File: src/hw/rtl/ecd_pkg.sv
// Shared types, constants and helpers for the epoch-to-calendar decoder.
// Used by the stream interface instances, the controller, the datapath and the top level.
package ecd_pkg;

	// Input item: one Unix second count.
	typedef struct packed {
		logic [31:0] epoch_seconds;
	} in_item_t;

	// Result item: local GMT+7 calendar date and time.
	typedef struct packed {
		logic [4:0] hour;
		logic [5:0] minute;
		logic [5:0] second;
		logic [2:0] weekday;
		logic [4:0] day_of_month;
		logic [3:0] month;
		logic [7:0] year;
	} out_item_t;

	// Controller states.
	typedef enum logic [2:0] {
		ST_IDLE,
		ST_DIV,
		ST_YEAR,
		ST_MONTH,
		ST_EMIT
	} state_t;

	// Commands from the controller to the datapath.
	typedef struct packed {
		logic load;
		logic div_step;
		logic year_step;
		logic month_step;
		logic load_out;
	} cmd_t;

	// Status from the datapath to the controller.
	typedef struct packed {
		logic year_done;
		logic tod_done;
		logic month_done;
	} stat_t;

	localparam logic [31:0] LOCAL_OFFSET  = 32'd25200;
	localparam logic [16:0] SECS_PER_DAY  = 17'd86400;
	localparam logic [16:0] SECS_PER_HOUR = 17'd3600;
	localparam logic [16:0] SECS_PER_MIN  = 17'd60;
	localparam logic [7:0]  BASE_YEAR     = 8'd70;
	localparam logic [7:0]  CENTURY       = 8'd100;
	localparam logic [8:0]  DAYS_COMMON   = 9'd365;
	localparam logic [8:0]  DAYS_LEAP     = 9'd366;
	localparam logic [3:0]  LAST_MONTH    = 4'd11;
	localparam logic [3:0]  DAYS_PER_WEEK = 4'd7;

	// Day split cycles: quotient estimate, remainder correction, weekday.
	localparam int          DIV_STEPS     = 3;

	// Seconds / 86400 is taken as (seconds / 128) / 675 with a reciprocal of 675.
	localparam int          DAY_PRE_SHIFT    = 7;
	localparam logic [30:0] DAY_RECIP        = 31'd1628906115;
	localparam int          DAY_RECIP_SHIFT  = 40;

	// Reciprocal of 7, exact for any 16-bit day count.
	localparam logic [16:0] WEEK_RECIP       = 17'd74899;
	localparam int          WEEK_RECIP_SHIFT = 19;

	// Month index constants (0 is January).
	localparam logic [3:0] M_JAN = 4'd0;
	localparam logic [3:0] M_FEB = 4'd1;
	localparam logic [3:0] M_MAR = 4'd2;
	localparam logic [3:0] M_APR = 4'd3;
	localparam logic [3:0] M_MAY = 4'd4;
	localparam logic [3:0] M_JUN = 4'd5;
	localparam logic [3:0] M_JUL = 4'd6;
	localparam logic [3:0] M_AUG = 4'd7;
	localparam logic [3:0] M_SEP = 4'd8;
	localparam logic [3:0] M_OCT = 4'd9;
	localparam logic [3:0] M_NOV = 4'd10;
	localparam logic [3:0] M_DEC = 4'd11;

	// Length of a month in days; February follows the leap flag.
	function automatic logic [4:0] month_days(input logic [3:0] m, input logic leap);
		logic [4:0] len;
		unique case (m)
			M_FEB: len = leap ? 5'd29 : 5'd28;
			M_APR, M_JUN, M_SEP, M_NOV: len = 5'd30;
			M_JAN, M_MAR, M_MAY, M_JUL, M_AUG, M_OCT, M_DEC: len = 5'd31;
			default: len = 5'd31;
		endcase
		return len;
	endfunction

endpackage

File: src/hw/rtl/ecd_stream_if.sv
// Valid/ready stream channel carrying one payload of a given type.
// Payload types come from ecd_pkg at the place of instantiation.
interface ecd_stream_if #(
	parameter type T = logic
);
	logic valid;
	logic ready;
	T     data;

	modport source (output valid, output data, input ready);
	modport sink   (input valid, input data, output ready);
endinterface

File: src/hw/rtl/ecd_ctrl.sv
// Controller state machine of the epoch-to-calendar decoder.
// Depends on ecd_pkg for the state, command and status types.
module ecd_ctrl (
	input  logic          clk,
	input  logic          arst_n,
	input  logic          in_valid,
	output logic          in_ready,
	output logic          out_valid,
	input  logic          out_ready,
	input  ecd_pkg::stat_t stat,
	output ecd_pkg::cmd_t  cmd
);
	import ecd_pkg::*;

	localparam int CntW = $clog2(DIV_STEPS);

	state_t            state_q;
	state_t            state_next;
	logic [CntW-1:0]   cnt_q;
	logic              out_valid_q;
	logic              div_last;

	assign div_last  = (cnt_q == CntW'(DIV_STEPS - 1));
	assign out_valid = out_valid_q;

	// Next-state logic.
	always_comb begin
		state_next = state_q;
		unique case (state_q)
			ST_IDLE:  if (in_valid) state_next = ST_DIV;
			ST_DIV:   if (div_last) state_next = ST_YEAR;
			ST_YEAR:  if (stat.year_done && stat.tod_done) state_next = ST_MONTH;
			ST_MONTH: if (stat.month_done) state_next = ST_EMIT;
			ST_EMIT:  if (!out_valid_q || out_ready) state_next = ST_IDLE;
			default:  state_next = ST_IDLE;
		endcase
	end

	// Command outputs.
	always_comb begin
		cmd      = '0;
		in_ready = 1'b0;
		unique case (state_q)
			ST_IDLE: begin
				in_ready = 1'b1;
				cmd.load = in_valid;
			end
			ST_DIV:   cmd.div_step   = 1'b1;
			ST_YEAR:  cmd.year_step  = 1'b1;
			ST_MONTH: cmd.month_step = 1'b1;
			ST_EMIT:  cmd.load_out   = !out_valid_q || out_ready;
			default: begin
				cmd      = '0;
				in_ready = 1'b0;
			end
		endcase
	end

	// State, division step counter and output valid flag.
	always_ff @(posedge clk or negedge arst_n) begin
		if (!arst_n) begin
			state_q     <= ST_IDLE;
			cnt_q       <= '0;
			out_valid_q <= 1'b0;
		end else begin
			state_q <= state_next;
			if (cmd.load) begin
				cnt_q <= '0;
			end else if (cmd.div_step) begin
				cnt_q <= cnt_q + 1'b1;
			end
			if (cmd.load_out) begin
				out_valid_q <= 1'b1;
			end else if (out_ready) begin
				out_valid_q <= 1'b0;
			end
		end
	end

endmodule

File: src/hw/rtl/ecd_dpath.sv
// Datapath of the epoch-to-calendar decoder: reciprocal day split, time-of-day split,
// year and month subtraction, and the result register. Depends on ecd_pkg.
module ecd_dpath (
	input  logic               clk,
	input  ecd_pkg::cmd_t      cmd,
	input  ecd_pkg::in_item_t  din,
	output ecd_pkg::stat_t     stat,
	output ecd_pkg::out_item_t dout
);
	import ecd_pkg::*;

	// Local second count, day count estimate, day count and seconds of day.
	logic [31:0] t_q;
	logic [15:0] qest_q;
	logic [15:0] days_q;
	logic [16:0] rem_q;
	logic [2:0]  wd_q;
	logic [4:0]  hour_q;
	logic [5:0]  min_q;
	logic [7:0]  year_q;
	logic [3:0]  mon_q;
	out_item_t   out_q;

	logic [55:0] day_prod;
	logic [15:0] qest_next;
	logic [31:0] rdiff;
	logic        day_fix;
	logic [15:0] days_next;
	logic [16:0] rem_next;
	logic [32:0] wk_prod;
	logic [13:0] q7;
	logic [2:0]  wd_next;

	logic [15:0] days;
	logic        leap;
	logic [8:0]  ylen;
	logic [4:0]  mlen;
	logic [2:0]  weekday;

	// The estimate is the true day count or one below it; one compare fixes it.
	assign day_prod  = 56'(t_q[31:DAY_PRE_SHIFT]) * 56'(DAY_RECIP);
	assign qest_next = day_prod[DAY_RECIP_SHIFT +: 16];
	assign rdiff     = t_q - 32'(qest_q) * 32'(SECS_PER_DAY);
	assign day_fix   = (rdiff >= 32'(SECS_PER_DAY));
	assign days_next = day_fix ? (qest_q + 16'd1) : qest_q;
	assign rem_next  = day_fix ? 17'(rdiff - 32'(SECS_PER_DAY)) : 17'(rdiff);

	// Day count modulo 7 for the weekday.
	assign wk_prod = 33'(days_q) * 33'(WEEK_RECIP);
	assign q7      = wk_prod[WEEK_RECIP_SHIFT +: 14];
	assign wd_next = 3'(days_q - 16'(q7) * 16'(DAYS_PER_WEEK));

	// Calendar stepping against the remaining day count.
	assign days = days_q;
	assign leap = (year_q[1:0] == 2'b00);
	assign ylen = leap ? DAYS_LEAP : DAYS_COMMON;
	assign mlen = month_days(mon_q, leap);

	assign stat.year_done  = (days < 16'(ylen));
	assign stat.tod_done   = (rem_q < SECS_PER_MIN);
	assign stat.month_done = (days < 16'(mlen)) || (mon_q == LAST_MONTH);

	// Day 0 of the epoch is a Thursday.
	assign weekday = (wd_q < 3'd3) ? (wd_q + 3'd5) : (wd_q - 3'd2);

	// Working registers.
	always_ff @(posedge clk) begin
		if (cmd.load) begin
			t_q    <= din.epoch_seconds + LOCAL_OFFSET;
			rem_q  <= '0;
			wd_q   <= '0;
			hour_q <= '0;
			min_q  <= '0;
			year_q <= BASE_YEAR;
			mon_q  <= '0;
		end else if (cmd.div_step) begin
			// Each step refreshes every stage; after the last one all are settled.
			qest_q <= qest_next;
			days_q <= days_next;
			rem_q  <= rem_next;
			wd_q   <= wd_next;
		end else if (cmd.year_step) begin
			if (!stat.year_done) begin
				days_q <= days - 16'(ylen);
				year_q <= year_q + 8'd1;
			end
			// Hours first, then minutes; the remainder ends as the seconds.
			if (rem_q >= SECS_PER_HOUR) begin
				rem_q  <= rem_q - SECS_PER_HOUR;
				hour_q <= hour_q + 5'd1;
			end else if (!stat.tod_done) begin
				rem_q <= rem_q - SECS_PER_MIN;
				min_q <= min_q + 6'd1;
			end
		end else if (cmd.month_step) begin
			if (!stat.month_done) begin
				days_q <= days - 16'(mlen);
				mon_q  <= mon_q + 4'd1;
			end
		end
	end

	// Result register.
	always_ff @(posedge clk) begin
		if (cmd.load_out) begin
			out_q.hour         <= hour_q;
			out_q.minute       <= min_q;
			out_q.second       <= rem_q[5:0];
			out_q.weekday      <= weekday;
			out_q.day_of_month <= days[4:0] + 5'd1;
			out_q.month        <= mon_q + 4'd1;
			out_q.year         <= year_q - CENTURY;
		end
	end

	assign dout = out_q;

endmodule

File: src/hw/rtl/epoch_to_calendar_decode_unit.sv
// Epoch-to-calendar decoder, GMT+7: top level joining controller and datapath.
// After an input transfer the item passes the day split, the year loop (years and
// time of day stepped together), the month loop and the result load before it is offered.
// One item is decoded at a time; a new item is taken while the previous result waits.
// Reset (arst_n low, asynchronous) empties the block; no result is pending after it.
module epoch_to_calendar_decode_unit (
	input logic       clk,
	input logic       arst_n,
	ecd_stream_if.sink   din,
	ecd_stream_if.source dout
);
	import ecd_pkg::*;

	cmd_t      cmd;
	stat_t     stat;
	in_item_t  in_item;
	out_item_t out_item;

	assign in_item   = din.data;
	assign dout.data = out_item;

	ecd_ctrl u_ctrl (
		.clk       (clk),
		.arst_n    (arst_n),
		.in_valid  (din.valid),
		.in_ready  (din.ready),
		.out_valid (dout.valid),
		.out_ready (dout.ready),
		.stat      (stat),
		.cmd       (cmd)
	);

	ecd_dpath u_dpath (
		.clk  (clk),
		.cmd  (cmd),
		.din  (in_item),
		.stat (stat),
		.dout (out_item)
	);

	// A result loaded into the output register is offered in the next cycle.
	a_load_shows: assert property (@(posedge clk) disable iff (!arst_n)
		cmd.load_out |=> dout.valid)
		else $error("loaded result not offered");

	// A taken result with no new load leaves the output empty.
	a_take_clears: assert property (@(posedge clk) disable iff (!arst_n)
		(dout.valid && dout.ready && !cmd.load_out) |=> !dout.valid)
		else $error("result offered twice");

	// Offered results stay inside the calendar ranges.
	a_ranges: assert property (@(posedge clk) disable iff (!arst_n)
		dout.valid |-> (dout.data.hour < 5'd24) && (dout.data.minute < 6'd60)
			&& (dout.data.second < 6'd60) && (dout.data.weekday != 3'd0)
			&& (dout.data.month != 4'd0) && (dout.data.month < 4'd13)
			&& (dout.data.day_of_month != 5'd0))
		else $error("result field out of range");

	// An item is never accepted while a decode is under way.
	a_one_at_a_time: assert property (@(posedge clk) disable iff (!arst_n)
		(cmd.div_step || cmd.year_step || cmd.month_step) |-> !din.ready)
		else $error("input accepted during decode");

endmodule

File: src/flat_wrapper.sv
// flat-port wrapper written by rule: the top's interface ports become plain ports
module epoch_to_calendar_decode_unit_flat import ecd_pkg::*;
  (clk, arst_n, din_valid, din_data, din_ready, dout_valid, dout_data, dout_ready);
  ecd_stream_if #(.T(in_item_t)) din_i ();
  ecd_stream_if #(.T(out_item_t)) dout_i ();
  input logic clk;
  input logic arst_n;
  input wire logic [$bits(din_i.valid)-1:0] din_valid;
  input wire logic [$bits(din_i.data)-1:0] din_data;
  output wire logic [$bits(din_i.ready)-1:0] din_ready;
  output wire logic [$bits(dout_i.valid)-1:0] dout_valid;
  output wire logic [$bits(dout_i.data)-1:0] dout_data;
  input wire logic [$bits(dout_i.ready)-1:0] dout_ready;
  assign din_i.valid = din_valid;
  assign din_i.data = din_data;
  assign din_ready = din_i.ready;
  assign dout_valid = dout_i.valid;
  assign dout_data = dout_i.data;
  assign dout_i.ready = dout_ready;
  epoch_to_calendar_decode_unit u_core (.clk(clk), .arst_n(arst_n), .din(din_i), .dout(dout_i));
endmodule
File: config.mk
export PLATFORM = sky130hd
export DESIGN_NAME = epoch_to_calendar_decode_unit_flat
export DESIGN_NICKNAME = d
export VERILOG_FILES = /design/src/hw/rtl/ecd_pkg.sv /design/src/hw/rtl/ecd_stream_if.sv /design/src/hw/rtl/ecd_ctrl.sv /design/src/hw/rtl/ecd_dpath.sv /design/src/hw/rtl/epoch_to_calendar_decode_unit.sv /design/src/flat_wrapper.sv
export SDC_FILE = /design/constraint.sdc
export NUM_CORES = 1
export LEC_CHECK = 0
export BUFFER_PORTS_ARGS = -buffer_cell sky130_fd_sc_hd__buf_2
export CAP_MARGIN = 5
export CORE_ASPECT_RATIO = 1.75
export CORE_MARGIN = 4
export CORE_UTILIZATION = 50
export CTS_CLUSTER_SIZE = 20
export DETAILED_ROUTE_END_ITERATION = 8
export PLACE_DENSITY_LB_ADDON = 0.3
export SLEW_MARGIN = 20
export SYNTH_ARGS = -nofsm -noshare
export SYNTH_HDL_FRONTEND = slang
export SYNTH_SLANG_ARGS = --single-unit
File: constraint.sdc
create_clock -name clk -period 16.1 [get_ports clk]
set_input_delay 0.805 -clock clk [delete_from_list [all_inputs] [get_ports clk]]
set_output_delay 0.805 -clock clk [all_outputs]
set_load 0.02 [all_outputs]
==> run_results.csv, run 1 <==
group,metric,value,unit
yosys,ys_dominant_reg_cell,"edfxtp_1",
layout,finalNetCount,3275,
layout,regArea,4040,um^2
yosys,synth_top_cell_area_share,27.9,%
cts,numCtsBuffers,17,
sta,drv_slew,0,
grt,grt-ovfl-total,0,
cts,cts_max_level,4,
layout,final_common_cell,"ha_1",
sta,setup_violations,0,
routing,dr.pass1.iters,7,
grt,antenna_found_initial,0,
yosys,synth.net_count,3201,
worst_setup_path,startpoint_type,"register",
worst_setup_path,crit_path_top_delay_cell,"and3_1",
sta,worstMarginPinSlew,1.02,ns
cts,clk_latency,0.46,ns
cts,clock_path_buffers,2,
floorplan,die-area,51100,um^2
routing,wl_per_cell,20.1,um
yosys,synth_area,23700,um^2
cts,clock_sinks,150,
floorplan,ios,75,
cts,cts_resized,0,
floorplan,die_h,296,um
grt,grt.total_usage,24.2,%
outcome,status,"completed",
cts,clk_pin_slew_worst_paths,0.08,ns
cts,postCtsSetupBuffers,0,
floorplan,fp-row-count,105,
layout,mostFrequentLayoutCells,"ha_1, inv_1, fa_1",
worst_setup_path,path_max_fanout,19,
yosys,synth-edff-count,101,
yosys,synthArstFlopShare,4.00,%
sta,min_period,8.44,ns
routing,dr.first_iter.drc_count,719,
sta,fmaxAchievable,119,MHz
worst_setup_path,cp.required,16.27,ns
floorplan,start_util,50.5,%
pwr,p_leak,0.0129,uW
routing,vias_per_cell,5.58,
sta,skew,0.0145,ns
yosys,seq_area_frac_synth,17.1,%
routing,drc_errors,0,
sta,rsz0062_at_grt,"false",
layout,syn_to_final_growth,7.00,%
worst_setup_path,arrival,8.61,ns
layout,multi_input_area,17700,um^2
yosys,yosysWarningCount,0,
floorplan,fp.dieW,173,um
yosys,syn_inst,2369,
place,gp_congestion,0.997,
flow_run,cap_violations,0,
cts,cts_tree,"yes",
sta,hold_viol_final,0,
pwr,power_density,33.8,nW/um^2
place,dp_hpwl,52.4,mm
cts,ctsHoldBuffers,0,
place,io_buffers,74,
sta,min_period_over_period,52.4,%
hold_path,hold_class,"in -> async",
yosys,yosysTopAreaCell,"ha_1",
layout,num_antenna_cells,0,
grt,grt_pass1_vias,18385,
yosys,ys_types,82,
grt,grt_pass1_wl,96.5,mm
worst_setup_path,critPathCaptureType,"register",
sta,whs,0.165,ns
yosys,ys_ff_latch,150,
routing,vias,16984,
yosys,syn_avg_cell_area,10.0,um^2
worst_setup_path,critPathMaxStageDelay,0.76,ns
yosys,synth.area.top_cells,"ha_1, fa_1, edfxtp_1",
pwr,ir_drop,49.4,uV
floorplan,core-area,46900,um^2
layout,drive_above_1_share,5.70,%
layout,fill_cells,4149,
cts,root_buffer,"clkbuf_16",
worst_setup_path,path_class,"reg -> reg",
routing,routed_wl,61.0,mm
sta,maxSlewHeadroom,32.0,%
routing,drtAntennaViolNets,0,
worst_setup_path,crit_family,"adder cells",
sta,setup_tns,0,ns
grt,grt_max_degree,65,
worst_setup_path,critical_path_buf_inv_count,4,
## cells by family after synthesis
logic type,share of synthesized area [%]
adder cells (fa/ha/maj),50.5
flip-flops,17.1
multiplexers,0.734
XOR/XNOR,5.32
buffers and inverters,8.23
AO/OA/AOI/OAI,9.75
AND/OR/NAND/NOR,8.39
## worst paths after layout
kind,start,endpoint,slack (ns),cells past startpoint
setup / recovery,u_core.u_dpath.qest_q[3],u_core.u_dpath.days[1],7.66,28
hold / removal,arst_n,u_core.u_ctrl.state_q[2],0.16,1
setup reg to reg,u_core.u_dpath.qest_q[3],u_core.u_dpath.days[1],7.66,28
hold reg to reg,u_core.u_dpath.hour_q[4],u_core.u_dpath.dout[36],0.46,0
max in group asynchronous,arst_n,u_core.u_ctrl.cnt_q[0],15.77,1
min in group clk,u_core.u_dpath.hour_q[4],u_core.u_dpath.dout[36],0.46,0
## final cells by class
| type | instances | share of cell area [%] |
|---|---|---|
| clock buffers | 18 | 1.69 |
| multi-input cells | 1704 | 69.8 |
| clock inverters | 14 | 0.716 |
| repair buffers | 80 | 1.64 |
| flip-flops and latches | 150 | 16.0 |
| inverters | 490 | 7.26 |
| well taps | 588 | 2.90 |
## worst register-to-register path, delay by kind of cell (launching register included)
kind,cells,cell delay [ns]
AO/OA/AOI/OAI,9,2.08
XOR/XNOR,1,0.14
adder cells (fa/ha/maj),7,2.85
buffers and inverters,4,0.23
flip-flops,1,0.52
multiplexers,1,0.29
AND/OR/NAND/NOR,6,2.06
## stage by stage
step | setup slack (ns) | area (um^2) | cells | total power [uW] | utilization [%]
5_1_grt | 7.08 | 25300 | 3044 | 878 | 54.0
4_1_cts | 7.69 | 25300 | 3044 | 864 | 54.0
2_1_floorplan | 8.96 | 23700 | 2369 | 423 | -
3_5_place_dp | 7.71 | 24700 | 3012 | 432 | 52.7
6_report | 7.66 | 25300 | 3044 | 856 | 54.0
3_3_place_gp | 7.92 | 24700 | 3012 | 432 | 52.7
## state kept, by name, summed over array words and instances (netlist names)
register	cells
u_core.u_dpath.t_q	32
u_core.u_dpath.year_q	8
u_core.u_ctrl.out_valid	1
u_core.u_ctrl.cnt_q	2
u_core.u_dpath.qest_q	16
u_core.u_dpath.hour_q	5
u_core.u_dpath.mon_q	4
u_core.u_dpath.rem_q	17
u_core.u_dpath.wd_q	3
u_core.u_ctrl.state_q	3
u_core.u_dpath.min_q	6
u_core.u_dpath.dout	37
u_core.u_dpath.days	16
## cell usage after synthesis (7+ instances only)
master / number
nand3_1: 30
o31a_1: 10
a311oi_1: 8
nand4_1: 18
o21bai_1: 7
dfxtp_1: 43
xor2_1: 44
nand2b_1: 14
mux2i_1: 14
nor3b_1: 7
a21oi_1: 92
fa_1: 267
nor2b_1: 14
o31ai_1: 9
a21o_1: 39
ha_1: 529
or3_1: 13
o21ai_0: 61
nor3_1: 30
nor4_1: 8
and3_1: 23
o21a_1: 16
edfxtp_1: 101
a31oi_1: 18
o211ai_1: 10
nand3b_1: 9
a211oi_1: 15
clkbuf_1: 17
inv_1: 489
or2_2: 8
nand2_1: 95
nor2_1: 110
xnor2_1: 100
## per-layer routing
layer,vias up,global-route usage [%],share of wire [%]
met3,148,1.95,2.1
li1,8105,-,-
met2,334,49.8,57
met1,8397,23.2,34
met5,-,0,0
met4,0,14.2,6.7
## report_power, final
group | switching [uW] | internal (uW) | total, uW | leakage [uW]
clock network | 196 | 237 | 433 | 0.000297
logic | 8.34 | 7.38 | 15.7 | 0.0112
registers | 0.00000000000000848 | 408 | 408 | 0.00135
(Power assumes the default switching activity.)
==> inputs of run 2 (changes only) <==
Settings changed: ABC_AREA from default to 1.
Clock period 16.1 ns to 8.4 ns, I/O delays scaled along.
==> run 2 against run 1 <==
  * Critical endpoint is now u_core.u_dpath.days[7]
  * Maximum frequency rose by 21%
  * First-iteration DRC count up 29%
  * Cell area is 9.4% higher
  * Clock skew is 0.0011 ns higher
  * Die area up 8.9%
  * Critical path type unchanged
  * Register-to-register slack worse by 6.2 ns
  * Clock-buffer cell count fell by 1
  * Area after synthesis increased by 9.2%
  * Sequential cell count unchanged
==> run_results.csv, run 2 <==
group,metric,value,unit
sta,whs,0.145,ns
routing,dr.pass1.iters,5,
yosys,synth.net_count,3924,
grt,grt-ovfl-total,0,
layout,final_common_cell,"inv_1",
grt,grt_max_degree,40,
cts,root_buffer,"clkbuf_16",
layout,drive_above_1_share,5.17,%
layout,mostFrequentLayoutCells,"inv_1, ha_1, nand2_1",
worst_setup_path,critPathMaxStageDelay,0.51,ns
worst_setup_path,path_class,"reg -> reg",
floorplan,start_util,50.4,%
place,dp_hpwl,66.0,mm
sta,min_period,6.95,ns
pwr,power_density,57.1,nW/um^2
routing,routed_wl,74.5,mm
cts,clock_sinks,150,
floorplan,core-area,51300,um^2
worst_setup_path,startpoint_type,"register",
worst_setup_path,cp_common_cell,"inv_1",
routing,wl_per_cell,19.3,um
sta,drv_slew,0,
layout,largest_register_ff_count,37,
yosys,seq_area_frac_synth,15.6,%
place,gp_congestion,1.03,
worst_setup_path,arrival,7.14,ns
sta,fmaxAchievable,144,MHz
place,io_buffers,74,
sta,skew,0.0155,ns
floorplan,ios,75,
hold_path,hold_class,"in -> reg",
yosys,ys_ff_latch,150,
sta,maxSlewHeadroom,36.1,%
sta,rsz0062_at_grt,"false",
cts,clock_path_buffers,2,
layout,num_antenna_cells,0,
layout,finalNetCount,4013,
grt,grt.total_usage,27.0,%
outcome,status,"completed",
flow_run,cap_violations,0,
routing,vias_per_cell,5.39,
yosys,ys_types,59,
pwr,ir_drop,148,uV
grt,antenna_found_initial,0,
floorplan,die-area,55600,um^2
cts,clk_latency,0.45,ns
yosys,synth.most_common_cell,"inv_1",
grt,grt_pass1_vias,22038,
grt,grt_pass1_wl,116,mm
yosys,synth-edff-count,101,
sta,setup_violations,0,
floorplan,fp.dieW,180,um
layout,syn_to_final_growth,7.14,%
yosys,synthArstFlopShare,4.00,%
routing,vias,20835,
yosys,synth_common_cells,"inv_1, ha_1, nand2_1",
yosys,yosysWarningCount,0,
place,place_area,27100,um^2
routing,drc_errors,0,
hold_path,min_path_cells,1,
yosys,ys_dominant_reg_cell,"edfxtp_1",
sta,setup_tns,0,ns
yosys,synth_area,25900,um^2
worst_setup_path,path_max_fanout,37,
yosys,yosysTopAreaCell,"ha_1",
sta,hold_viol_final,0,
cts,cts_max_level,4,
yosys,syn_avg_cell_area,8.37,um^2
floorplan,fp-row-count,110,
sta,worstMarginPinSlew,0.956,ns
yosys,synth.area.top_cells,"ha_1, fa_1, edfxtp_1",
layout,fin_area,27700,um^2
floorplan,die_h,309,um
worst_setup_path,critPathCaptureType,"register",
yosys,synth_top_cell_area_share,25.6,%
pwr,p_leak,0.0146,uW
yosys,syn_inst,3092,
worst_setup_path,crit_path_top_delay_cell,"edfxtp_1",
routing,dr.first_iter.drc_count,931,
cts,clk_pin_slew_worst_paths,0.07,ns
layout,fill_cells,4936,
cts,cts_tree,"yes",
cts,numCtsBuffers,17,
routing,drtAntennaViolNets,0,
cts,postCtsSetupBuffers,0,
worst_setup_path,cp.required,8.60,ns
sta,min_period_over_period,82.7,%
worst_setup_path,reg2reg_depth,34,
## run 2: cell count changes in the layout (fill, tap and decap cells not counted), moves of 14 or more
cell and delta:
o21ai_0 +71, nand3_1 +96, xnor2_1 -64, mux2i_1 -14, nand4_1 +20, and3_1 -21, nor2_1 +65, a21oi_1 +92
nand2_1 +362, a21o_1 -30, nand2b_1 -14, inv_1 +229, nor2b_1 -14, xor2_1 +28
## run 2: path summary, 6_finish.rpt
check | end | startpoint | slack, ns
max | u_core.u_dpath.days[7] | u_core.u_dpath.qest_q[3] | 1.45
min | u_core.u_dpath.t_q[2] | din_data[2] | 0.14
max reg2reg | u_core.u_dpath.days[7] | u_core.u_dpath.qest_q[3] | 1.45
min reg2reg | u_core.u_dpath.dout[30] | u_core.u_dpath.min_q[4] | 0.45
max in group asynchronous | u_core.u_ctrl.out_valid | arst_n | 7.91
min in group asynchronous | u_core.u_ctrl.cnt_q[0] | arst_n | 0.33
## run 2: repair_timing
item	4_1_cts	5_1_grt
resized for setup	0	0
hold endpoints to repair	6	0
hold buffers	1	0
## run 2: stage by stage
stage	util (%)	power, uW	setup slack [ns]	cells
after detailed placement	52.8	827	1.48	3833
after floorplan	-	812	2.28	3092
final	54.0	1580	1.45	3866
after global placement	52.8	827	1.56	3833
after CTS	54.0	1600	1.43	3866
after global routing	54.0	1630	0.816	3866
## run 2: cell families (layout without fill, tap and decap cells)
logic type      count (synthesis)  in the layout  synth area share [%]
fa+ha+maj                     796            796                  46.2
xor+xnor                      108            108                  3.66
compound gates                408            408                  8.79
simple gates                  887            887                  14.8
buf+inv                       743            845                  10.9
flops                         150            150                  15.6
## run 2: where the power goes
part	internal (uW)	leakage (uW)	switching (uW)	total [uW]
logic	13.4	0.0130	15.5	29.0
registers	782	0.00136	0.00000000000000890	782
clock network	401	0.000288	371	772
## run 2: worst max-delay path, delay by kind of cell (launching register included)
family | cells | cell delay (ns)
compound gates | 9 | 1.44
flops | 1 | 0.51
buf+inv | 7 | 0.38
fa+ha+maj | 7 | 2.74
simple gates | 10 | 1.44
xor+xnor | 1 | 0.16
## run 2: final cells by class
| type | instances | area, um^2 | area share, % |
|---|---|---|---|
| clock buffers | 17 | 425 | 1.53 |
| repair buffers | 89 | 485 | 1.75 |
| flip-flops and latches | 150 | 4040 | 14.6 |
| multi-input cells | 2199 | 19000 | 68.6 |
| inverters | 724 | 2720 | 9.80 |
| well taps | 672 | 841 | 3.03 |
| clock inverters | 15 | 179 | 0.645 |
## run 2: per-layer routing
| layer | track usage [%] | wire length, um | vias up |
|---|---|---|---|
| li1 | - | - | 10136 |
| met1 | 23.7 | 23200 | 9911 |
| met2 | 53.8 | 41500 | 509 |
| met3 | 2.33 | 1790 | 279 |
| met4 | 23.7 | 8050 | 0 |
| met5 | 0 | 0 | - |
